### src/rtl/gnta_pkg.sv
// ----------------------------------------------------------------------------
// gnta_pkg
// Types and constants shared by the gated nearest-track association unit.
// ----------------------------------------------------------------------------
`default_nettype none

package gnta_pkg;

   localparam int MAX_TRACKS_DEFAULT = 64;
   localparam int COORD_BITS_DEFAULT = 16;

   localparam int SLOT_W  = 6;
   localparam int POS_W   = 16;
   localparam int GATE_W  = 16;
   localparam int INDEX_W = 6;
   localparam int DIST_W  = 34;

   localparam logic [GATE_W-1:0] GATE_RESET = 16'd512;

   // request mode codes
   localparam logic MODE_LOAD  = 1'b0;
   localparam logic MODE_ASSOC = 1'b1;

   typedef struct packed {
      logic                    mode;
      logic [SLOT_W-1:0]       track_slot;
      logic signed [POS_W-1:0] pos_x;
      logic signed [POS_W-1:0] pos_y;
      logic signed [POS_W-1:0] pos_z;
      logic                    track_live;
      logic                    new_frame;
   } req_type;

   typedef struct packed {
      logic               matched;
      logic [INDEX_W-1:0] track_index;
      logic [DIST_W-1:0]  dist_sq;
   } rsp_type;

   // broadcast controls for every cell of the ring
   typedef struct packed {
      logic shift;
      logic clear_taken;
   } cell_ctrl_type;

   typedef enum logic [1:0] {
      ST_IDLE,
      ST_SCAN,
      ST_DRAIN,
      ST_FINISH
   } state_type;

endpackage

`default_nettype wire

### src/rtl/gnta_cell.sv
// ----------------------------------------------------------------------------
// gnta_cell
// One track slot of the rotating ring: centroid, live mark and taken mark.
// ----------------------------------------------------------------------------
`default_nettype none

module gnta_cell #(
   parameter int COORD_BITS = gnta_pkg::COORD_BITS_DEFAULT
) (
   input  wire logic                          clock,
   input  wire logic                          reset,
   input  wire gnta_pkg::cell_ctrl_type       ctrl,
   input  wire logic                          load_we,
   input  wire logic                          load_live,
   input  wire logic signed [COORD_BITS-1:0]  load_x,
   input  wire logic signed [COORD_BITS-1:0]  load_y,
   input  wire logic signed [COORD_BITS-1:0]  load_z,
   input  wire logic                          set_taken,
   input  wire logic                          nb_live,
   input  wire logic                          nb_taken,
   input  wire logic signed [COORD_BITS-1:0]  nb_x,
   input  wire logic signed [COORD_BITS-1:0]  nb_y,
   input  wire logic signed [COORD_BITS-1:0]  nb_z,
   output logic                               live,
   output logic                               taken,
   output logic signed [COORD_BITS-1:0]       x,
   output logic signed [COORD_BITS-1:0]       y,
   output logic signed [COORD_BITS-1:0]       z
);

   logic                         live_ff,  live_in;
   logic                         taken_ff, taken_in;
   logic signed [COORD_BITS-1:0] x_ff, x_in;
   logic signed [COORD_BITS-1:0] y_ff, y_in;
   logic signed [COORD_BITS-1:0] z_ff, z_in;

   always_comb begin
      live_in  = live_ff;
      taken_in = taken_ff;
      x_in     = x_ff;
      y_in     = y_ff;
      z_in     = z_ff;
      priority if (ctrl.shift) begin
         live_in = nb_live;
         x_in    = nb_x;
         y_in    = nb_y;
         z_in    = nb_z;
      end else if (load_we) begin
         live_in = load_live;
         x_in    = load_x;
         y_in    = load_y;
         z_in    = load_z;
      end else begin
         live_in = live_ff;
         x_in    = x_ff;
         y_in    = y_ff;
         z_in    = z_ff;
      end
      priority if (ctrl.clear_taken) begin
         taken_in = 1'b0;
      end else if (ctrl.shift) begin
         taken_in = nb_taken;
      end else if (set_taken) begin
         taken_in = 1'b1;
      end else begin
         taken_in = taken_ff;
      end
   end

   always_ff @(posedge clock) begin
      if (reset) begin
         live_ff  <= 1'b0;
         taken_ff <= 1'b0;
      end else begin
         live_ff  <= live_in;
         taken_ff <= taken_in;
      end
   end

   always_ff @(posedge clock) begin
      x_ff <= x_in;
      y_ff <= y_in;
      z_ff <= z_in;
   end

   assign live  = live_ff;
   assign taken = taken_ff;
   assign x     = x_ff;
   assign y     = y_ff;
   assign z     = z_ff;

endmodule

`default_nettype wire

### config.mk
export PLATFORM = sky130hd
export DESIGN_NAME = gnta_cell
export DESIGN_NICKNAME = d
export VERILOG_FILES = /design/src/rtl/gnta_pkg.sv /design/src/rtl/gnta_cell.sv
export SDC_FILE = /design/constraint.sdc
export NUM_CORES = 1
export LEC_CHECK = 0
export BUFFER_PORTS_ARGS = -buffer_cell sky130_fd_sc_hd__buf_2
export CORE_MARGIN = 8
export CORE_UTILIZATION = 40
export CTS_BUF_LIST = sky130_fd_sc_hd__clkbuf_4 sky130_fd_sc_hd__clkbuf_8
export DETAILED_ROUTE_END_ITERATION = 8
export PLACE_DENSITY = 0.77
export SYNTH_ARGS = -nofsm -noshare
export SYNTH_HDL_FRONTEND = slang
export SYNTH_SLANG_ARGS = --single-unit
### constraint.sdc
create_clock -name clock -period 1.8 [get_ports clock]
set_input_delay 0 -clock clock [delete_from_list [all_inputs] [get_ports clock]]
set_output_delay 0 -clock clock [all_outputs]
set_load 0.01 [all_outputs]
==> results.md <==
- 0 — count of antenna-violating nets left after detailed routing
- 2284 — number of global-route vias before repair
- 4 — first drt pass iteration count
- 0 — post-CTS sizing
- nb_x[8] — hold_sp
- 17.0 um — Wirelength per Cell
- 1.72 ns — Arr. time, crit path
- 50 — clock sink count
- 0.479 mV — maximum VDD drop
- 11 — count of different cell masters after synthesis
- 0 — antenna diode count
- done — CTS tree
- 0 — antenna violations before repair
- 0 — Yosys warning count
- 16.6% — global routing usage summed across all routing layers
- input pin — Critical Path Start Type
- 50 — #FFs+latches synth
- 0 ns — setup_tns
- 0 — final hold vios
- taken$_SDFFE_PP0P_ — reg2reg end
- ctrl[1] — launch point of the critical path
- 53 — pin count of the biggest net entering global routing
- 3140 um^2 — standard cell area after detailed placement
- 1.15 ns — worst slew pin tran
- 155 — I/O pin cnt
- 11200 um — wire length of the first global-routing pass
- 0 — Overflow after GRT
- 0.40 ns — register-to-register setup slack
- 54 — DRC marker count from the first detailed-route iteration
- register — Worst setup EP type
- 4110 um^2 — Layout Cell Area excl Fill
- sky130_fd_sc_hd__clkbuf_8 — clock tree root buffer cell
- 92.4 um — y dimension of the die
- x[8]$_DFFE_PP_ — hold path endpoint
- 598 MHz — Achievable Freq
- 0.09 ns — clock slew seen by the registers of the worst setup and hold paths
- 8530 um^2 — area enclosed by the die boundary
- 0.29 ns — clock network latency to the later pin of the worst-skew pair
- 1.67 ns — Min Clock Period, post-route
- 0 — post-CTS setup buffer count
- 154 — I/O Buffers
- 52 — crit path max fanout
- false — setup repair after global routing missed its margin
- completed — result of the run
- sky130_fd_sc_hd__buf_2 — most common library cell in the layout ignoring fill and taps
- 3 — r2r worst-path depth
- 2 — clock tree buffer depth
- 76.0% — Area growth, synth to finish
- taken$_SDFFE_PP0P_ — source of the worst register-to-register timing path
- 5 — number of buffers added by the clock tree synthesis step
- 92.4 um — die boundary width
- 0.00196 uW — leakage power summed over all cells
- 0 ns — worst clock skew
- 4.50 — detail-routed via count per cell
- 5780 um^2 — core area
- 112 — gate count of the mapped netlist
- 63.5% — share of synthesized area occupied by flip-flops and latches
- 0.689 — last weighted congestion value of the routability-driven placer
- 40.3% — starting density of the core
- 460 — number of nets at the end of the flow
- 84 — CTS Hold Bufs
- 700 nW/um^2 — P per Cell Area
- 0 — setup violation total in the final timing report
- in -> reg — category of the critical setup timing path
- 28 — num rows
- 0 — number of pins exceeding their max-slew limit in the final report
- 0 — number of maximum-capacitance constraint violations
- 0 — DR DRC count
- 23.4% — worst slew margin relative to its limit
- 20.8 um^2 — mean area per synthesized cell
- 7310 um — DRT Wirelength
- 2 — number of cells traversed by the worst hold path
- 217 — Mapped Nets
- 2 — H-tree level count
- 154 x sky130_fd_sc_hd__buf_2, 87 x sky130_fd_sc_hd__dlygate4sd3_1, 48 x sky130_fd_sc_hd__mux2_4, 48 x sky130_fd_sc_hd__edfxtp_1, 6 x sky130_fd_sc_hd__clkbuf_8 — commonest cells after routing, fill and taps aside
- 60.1% — layout cell share with drive strength beyond 1
- 1.85 ns — endpoint required time on the critical path
- 1941 — count of vias placed by the detailed router
- 2330 um^2 — total standard cell area after synthesis
- in -> reg — worst min-delay path class
- 92.9% — share of the clock period used by the worst path
==> routing by layer <==
metal | part of all wire [%] | up-vias | track usage [%]
met3 | 8.0 | 18 | 5.66
met5 | 0 | - | 0
met1 | 34 | 919 | 16.1
met2 | 56 | 87 | 31.4
met4 | 2.7 | 0 | 6.85
li1 | - | 917 | -
==> power breakdown <==
group | total [uW] | switching (uW) | leakage, uW | internal (uW)
sequential | 1450 | 31.2 | 0.000506 | 1420
clock | 714 | 369 | 0.0000523 | 345
combinational | 710 | 267 | 0.00140 | 443
total | 2870 | 667 | 0.00196 | 2210
==> per-stage QoR <==
stage / cells / worst slack (ns) / utilization [%] / hold slack (ns) / power [uW]
2_1_floorplan: 112 / 0.478 / - / 0.0646 / 1750
3_3_place_gp: 336 / 0.397 / 54.3 / 0.183 / 1990
3_5_place_dp: 336 / 0.373 / 54.3 / 0.185 / 2010
4_1_cts: 428 / 0.152 / 70.5 / 0.0000812 / 2880
5_1_grt: 431 / 0.0584 / 71.0 / 0.000197 / 2990
6_report: 431 / 0.127 / 71.0 / 0.00487 / 2870
==> final cells by class <==
cell class	instances	area, um^2
inverter	2	7.51
fill	410	1680
multi-input combinational	54	776
timing repair buffer	242	1650
tap	75	93.8
clock buffer	8	97.6
sequential	50	1480
==> synthesized netlist by cell type <==
master	count	area, um^2
sky130_fd_sc_hd__nor3_1	1	5.00
sky130_fd_sc_hd__mux2_4	48	721
sky130_fd_sc_hd__a211oi_2	1	12.5
sky130_fd_sc_hd__buf_6	6	67.6
sky130_fd_sc_hd__nor2b_1	1	6.26
sky130_fd_sc_hd__edfxtp_1	48	1440
sky130_fd_sc_hd__dfxtp_1	2	40.0
sky130_fd_sc_hd__a2111oi_2	1	15.0
sky130_fd_sc_hd__or2_2	1	6.26
sky130_fd_sc_hd__mux2i_1	1	10.0
sky130_fd_sc_hd__inv_1	2	7.51
==> kinds of logic after synthesis <==
family          Yosys count  share of synthesized area, %
flops                    50                          63.5
mux                      49                          31.3
buf+inv                   8                          3.22
simple gates              3                         0.751
compound gates            2                          1.18
==> critical path, stage by stage <==
cell and delay, ns:
sky130_fd_sc_hd__buf_2 0.09, sky130_fd_sc_hd__buf_4 0.69, sky130_fd_sc_hd__mux2_4 0.35, sky130_fd_sc_hd__dlygate4sd3_1 0.57
==> how the worst max path moves through the flow <==
stage                            to  slack, ns  depth (start not counted)
finish              y[14]$_DFFE_PP_       0.13                          4
global route        x[14]$_DFFE_PP_       0.06                          4
CTS                 x[14]$_DFFE_PP_       0.15                          4
detailed placement  x[14]$_DFFE_PP_       0.37                          3
global placement     x[0]$_DFFE_PP_       0.40                          3
floorplan            x[0]$_DFFE_PP_       0.48                          3
==> state kept, by name, summed over array words and instances (netlist names) <==
name and cells:
z 16, taken 1, live 1, y 16, x 16
No activity file was read; power rests on OpenSTA's default activity.
