### config.mk
export PLATFORM = sky130hd
export DESIGN_NAME = gnta_dist
export DESIGN_NICKNAME = d
export VERILOG_FILES = /design/src/rtl/gnta_pkg.sv /design/src/rtl/gnta_dist.sv
export SDC_FILE = /design/constraint.sdc
export NUM_CORES = 2
export LEC_CHECK = 0
export ABC_AREA = 1
export BUFFER_PORTS_ARGS = -buffer_cell sky130_fd_sc_hd__buf_2
export CELL_PAD_IN_SITES_DETAIL_PLACEMENT = 1
export CELL_PAD_IN_SITES_GLOBAL_PLACEMENT = 2
export CORE_UTILIZATION = 39
export CTS_BUF_LIST = sky130_fd_sc_hd__clkbuf_8 sky130_fd_sc_hd__clkbuf_16
export DETAILED_ROUTE_END_ITERATION = 6
export PLACE_DENSITY = 0.82
export SLEW_MARGIN = 20
export SYNTH_ARGS = -nofsm -noshare
export SYNTH_HDL_FRONTEND = slang
export SYNTH_SLANG_ARGS = --single-unit
### constraint.sdc
create_clock -name clock -period 7.8 [get_ports clock]
set_input_delay 0.78 -clock clock [delete_from_list [all_inputs] [get_ports clock]]
set_output_delay 0.78 -clock clock [all_outputs]
set_load 0.02 [all_outputs]
### src/rtl/gnta_pkg.sv
// ----------------------------------------------------------------------------
// gnta_pkg
// Types and constants shared by the gated nearest-track association unit.
// ----------------------------------------------------------------------------
`default_nettype none

package gnta_pkg;

   localparam int MAX_TRACKS_DEFAULT = 64;
   localparam int COORD_BITS_DEFAULT = 16;

   localparam int SLOT_W  = 6;
   localparam int POS_W   = 16;
   localparam int GATE_W  = 16;
   localparam int INDEX_W = 6;
   localparam int DIST_W  = 34;

   localparam logic [GATE_W-1:0] GATE_RESET = 16'd512;

   // request mode codes
   localparam logic MODE_LOAD  = 1'b0;
   localparam logic MODE_ASSOC = 1'b1;

   typedef struct packed {
      logic                    mode;
      logic [SLOT_W-1:0]       track_slot;
      logic signed [POS_W-1:0] pos_x;
      logic signed [POS_W-1:0] pos_y;
      logic signed [POS_W-1:0] pos_z;
      logic                    track_live;
      logic                    new_frame;
   } req_type;

   typedef struct packed {
      logic               matched;
      logic [INDEX_W-1:0] track_index;
      logic [DIST_W-1:0]  dist_sq;
   } rsp_type;

   // broadcast controls for every cell of the ring
   typedef struct packed {
      logic shift;
      logic clear_taken;
   } cell_ctrl_type;

   typedef enum logic [1:0] {
      ST_IDLE,
      ST_SCAN,
      ST_DRAIN,
      ST_FINISH
   } state_type;

endpackage

`default_nettype wire

### src/rtl/gnta_dist.sv
// ----------------------------------------------------------------------------
// gnta_dist
// Three-stage squared-distance pipeline fed by the head cell of the ring.
// ----------------------------------------------------------------------------
`default_nettype none

module gnta_dist #(
   parameter int COORD_BITS = gnta_pkg::COORD_BITS_DEFAULT,
   parameter int IDX_W      = 6
) (
   input  wire logic                          clock,
   input  wire logic                          reset,
   input  wire logic                          in_valid,
   input  wire logic                          in_last,
   input  wire logic                          in_cand,
   input  wire logic [IDX_W-1:0]              in_idx,
   input  wire logic signed [COORD_BITS-1:0]  trk_x,
   input  wire logic signed [COORD_BITS-1:0]  trk_y,
   input  wire logic signed [COORD_BITS-1:0]  trk_z,
   input  wire logic signed [COORD_BITS-1:0]  qry_x,
   input  wire logic signed [COORD_BITS-1:0]  qry_y,
   input  wire logic signed [COORD_BITS-1:0]  qry_z,
   output logic                               out_valid,
   output logic                               out_last,
   output logic                               out_cand,
   output logic [IDX_W-1:0]                   out_idx,
   output logic [2*COORD_BITS+1:0]            out_dist
);

   localparam int AW = COORD_BITS + 1;
   localparam int DW = 2 * COORD_BITS + 2;

   logic signed [AW-1:0] dx, dy, dz;
   logic [AW-1:0]        ax_in, ay_in, az_in;
   logic [AW-1:0]        ax_ff, ay_ff, az_ff;
   logic [DW-1:0]        sx_in, sy_in, sz_in;
   logic [DW-1:0]        sx_ff, sy_ff, sz_ff;
   logic [DW-1:0]        sum_in, sum_ff;

   logic [2:0]           valid_ff;
   logic [2:0]           last_ff;
   logic                 cand1_ff, cand2_ff, cand3_ff;
   logic [IDX_W-1:0]     idx1_ff, idx2_ff, idx3_ff;

   assign dx = AW'(trk_x) - AW'(qry_x);
   assign dy = AW'(trk_y) - AW'(qry_y);
   assign dz = AW'(trk_z) - AW'(qry_z);

   assign ax_in = dx[AW-1] ? AW'(-dx) : AW'(dx);
   assign ay_in = dy[AW-1] ? AW'(-dy) : AW'(dy);
   assign az_in = dz[AW-1] ? AW'(-dz) : AW'(dz);

   assign sx_in = DW'(ax_ff) * DW'(ax_ff);
   assign sy_in = DW'(ay_ff) * DW'(ay_ff);
   assign sz_in = DW'(az_ff) * DW'(az_ff);

   // three squares of AW bits each: the sum cannot overflow DW bits
   assign sum_in = sx_ff + sy_ff + sz_ff;

   always_ff @(posedge clock) begin
      if (reset) begin
         valid_ff <= '0;
         last_ff  <= '0;
      end else begin
         valid_ff <= {valid_ff[1:0], in_valid};
         last_ff  <= {last_ff[1:0], in_valid & in_last};
      end
   end

   always_ff @(posedge clock) begin
      ax_ff    <= ax_in;
      ay_ff    <= ay_in;
      az_ff    <= az_in;
      cand1_ff <= in_cand;
      idx1_ff  <= in_idx;
      sx_ff    <= sx_in;
      sy_ff    <= sy_in;
      sz_ff    <= sz_in;
      cand2_ff <= cand1_ff;
      idx2_ff  <= idx1_ff;
      sum_ff   <= sum_in;
      cand3_ff <= cand2_ff;
      idx3_ff  <= idx2_ff;
   end

   assign out_valid = valid_ff[2];
   assign out_last  = last_ff[2];
   assign out_cand  = cand3_ff;
   assign out_idx   = idx3_ff;
   assign out_dist  = sum_ff;

endmodule

`default_nettype wire

==> flow_summary.ini <==
[routing]
post_drt_wl_per_cell_um = 16.2
routed_wirelength_um = 98800
drc_errors = 0
drt-initial-drc-count = 944
firstDrtPassIters = 5
via_per_inst = 4.71
ant_nets = 0
route.vias.total = 28700

[run_status]
outcome = finished clean

[timing]
finalCriticalPeriod_ns = 6.48
max_freq_mhz = 154
setup_tns_ns = 0
drv_slew = 0
whs_ns = 0.237
finalClockSkew_ns = 0.0393
finalHoldViolCount = 0
rsz0062_at_grt = no
finalSetupViolCount = 0
period_share_pct = 83.1
tightest_slew_ns = 1.05
slew_headroom_pct = 29.9

[cts]
htreeDepth = 1
hold_buffers = 0
cts_resized = 0
clk-insertion-delay-late_ns = 0.64
post_cts_buffers = 0
clkSinkCount = 211
cts_tree = yes
root_buffer = clkbuf_16
clk_pin_slew_ns = 0.07
cts-buffers-inserted = 30
cts_buffer_depth = 3

[place]
dpl.hpwl_um = 86100
port_buffers = 149
routabilityCongestion = 0.848

[synthesis]
synthTopCellsByArea = fa_1 (33%), ha_1 (14%), inv_1 (14%), dfxtp_1 (12%), nand2_1 (11%)
netlist_area_um2 = 36600
synthCells = 4725
synth_edf_count = 0
synth_top_area_share_pct = 33.1
ys_seq_area_share_pct = 11.5
ys.flop_type = dfxtp_1
async_reset_ff_share_pct = 0
synth.largest_area_cell = fa_1
ys_types = 44
yosysWarnings = 0
avgSynthCellArea_um2 = 7.75
ys_ff_latch = 211

[job]
max_cap_viol_count = 0

[worst_setup_path]
required_ns = 8.35
r2r-start = ax_ff[3]
crit_top_cell = fa_1
r2r_cells = 18
timing.rr.end = sx_ff[21]
start_kind = register
arrival_ns = 7.03
path_class = reg2reg
cp_cell_sequence = nand2_1, fa_1, fa_1, fa_1, inv_1, fa_1, fa_1, inv_1, fa_1, inv_1, ha_1, nand2_1, nor2_1, inv_1, nor3_1, nand3_1, o21ai_0, xor2_1
cp_slowest_stage_delay_ns = 1.00
worst-r2r-setup-slack_ns = 1.32
crit_fanout = 18
cp_slowest_cell = dfxtp_1
worstSetupEndpointType = register

[floorplan]
die_area_um2 = 95100
initial_core_util_pct = 39.3
die_w_um = 308
ios = 150
dieHeight_um = 308
core-area_um2 = 93200
fp-row-count = 112

[grt]
grt_use_total_pct = 21.7
antenna_found_initial = 1
grt_pass1_vias = 31800
gr-total-overflow = 0
grt_max_degree = 20
grt_pass1_wl_um = 164000

[finish]
final_cell_mix = inv_1 (1322), nand2_1 (1065), fa_1 (606)
area_growth_pct = 8.17
drive_gt1_share_pct = 4.91
n_fill_cell = 11600
n_antenna_cell = 0
nets = 5923
final_common_cell = inv_1

[worst_hold_path]
min_to = idx1_ff[4]
hold_depth = 1
min_path_type = in2reg
hp-start = in_idx[4]
==> synth_stat cells (all sizes together), types with 7 or more instances <==
cell type / n
a21o: 24
a21oi: 195
a31oi: 10
clkbuf: 108
dfxtp: 211
fa: 606
ha: 406
inv: 1318
nand2: 1077
nand3: 133
nand3b: 8
nand4: 35
nor2: 215
nor3: 28
o21ai: 109
o21bai: 15
or2: 7
xnor2: 61
xor2: 119
==> cell families (layout without fill, tap and decap cells) <==
kind of cell / after synthesis / after routing / synth area share (%)
xor gates and xnor gates: 180 / 180 / 4.38
buffers and inverters: 1430 / 1531 / 14.7
adders and majority gates: 1012 / 1012 / 47.0
other: 1 / 3 / 0.0102
AOI/OAI and AO/OA: 375 / 375 / 5.61
DFF: 211 / 211 / 11.5
and+or+nand+nor: 1516 / 1516 / 16.7
==> critical path, delay by kind of cell (launching register included) <==
kind            cells  cell delay [ns]
xor+xnor            1             0.26
fa+ha+maj           7             3.41
simple gates        5             1.04
compound gates      1             0.44
buf+inv             4             0.24
flops               1             1.00
==> cell type report <==
| cell class | instances | area [um2] | share of cell area [%] |
|---|---|---|---|
| flip-flops and latches | 211 | 4220 | 10.7 |
| clock inverters | 23 | 262 | 0.660 |
| repair buffers | 157 | 806 | 2.03 |
| multi-input cells | 3086 | 27000 | 68.2 |
| clock buffers | 33 | 792 | 2.00 |
| inverters | 1318 | 4950 | 12.5 |
| well taps | 1254 | 1570 | 3.96 |
==> flip-flops by register name, indices dropped and copies added (netlist names) <==
register,flops
out_dist,34
last_ff,3
idx2_ff,6
idx1_ff,6
az_ff,17
sx_ff,33
sz_ff,33
out_idx,6
valid_ff,3
ay_ff,17
sy_ff,33
ax_ff,17
cand1_ff,1
cand2_ff,1
out_cand,1
==> metrics by stage <==
| stage | cell area, um2 | util [%] | setup slack (ns) | cells |
|---|---|---|---|---|
| 4_1_cts | 39600 | 42.5 | 1.24 | 6082 |
| 3_5_place_dp | 38500 | 41.4 | 1.24 | 6026 |
| 3_3_place_gp | 38500 | 41.4 | 1.28 | 6026 |
| 5_1_grt | 39600 | 42.5 | 0.879 | 6082 |
| 2_1_floorplan | 36600 | - | 2.35 | 4727 |
| 6_report | 39600 | 42.5 | 1.32 | 6082 |
==> metal layers <==
metal | up-vias | global-route usage (%) | wire length, um
met5 | - | 0 | 0
met4 | 0 | 3.62 | 1550
met3 | 78 | 1.95 | 2800
met2 | 338 | 38.0 | 48200
met1 | 14200 | 29.2 | 46300
li1 | 14100 | - | -
==> worst max-delay path by stage <==
stage / from / end / slack [ns] / depth (start not counted)
after floorplan: ay_ff[7] / sy_ff[30] / 2.35 / 23
after global routing: ax_ff[3] / sx_ff[21] / 0.88 / 18
after detailed placement: ax_ff[3] / sx_ff[21] / 1.24 / 18
final: ax_ff[3] / sx_ff[21] / 1.32 / 18
after global placement: ax_ff[4] / sx_ff[21] / 1.28 / 18
after CTS: ax_ff[4] / sx_ff[21] / 1.24 / 18
Power is left out: the tool's default activity adds up to more than one toggle a clock period on the data nets, which glitch-free logic cannot reach.
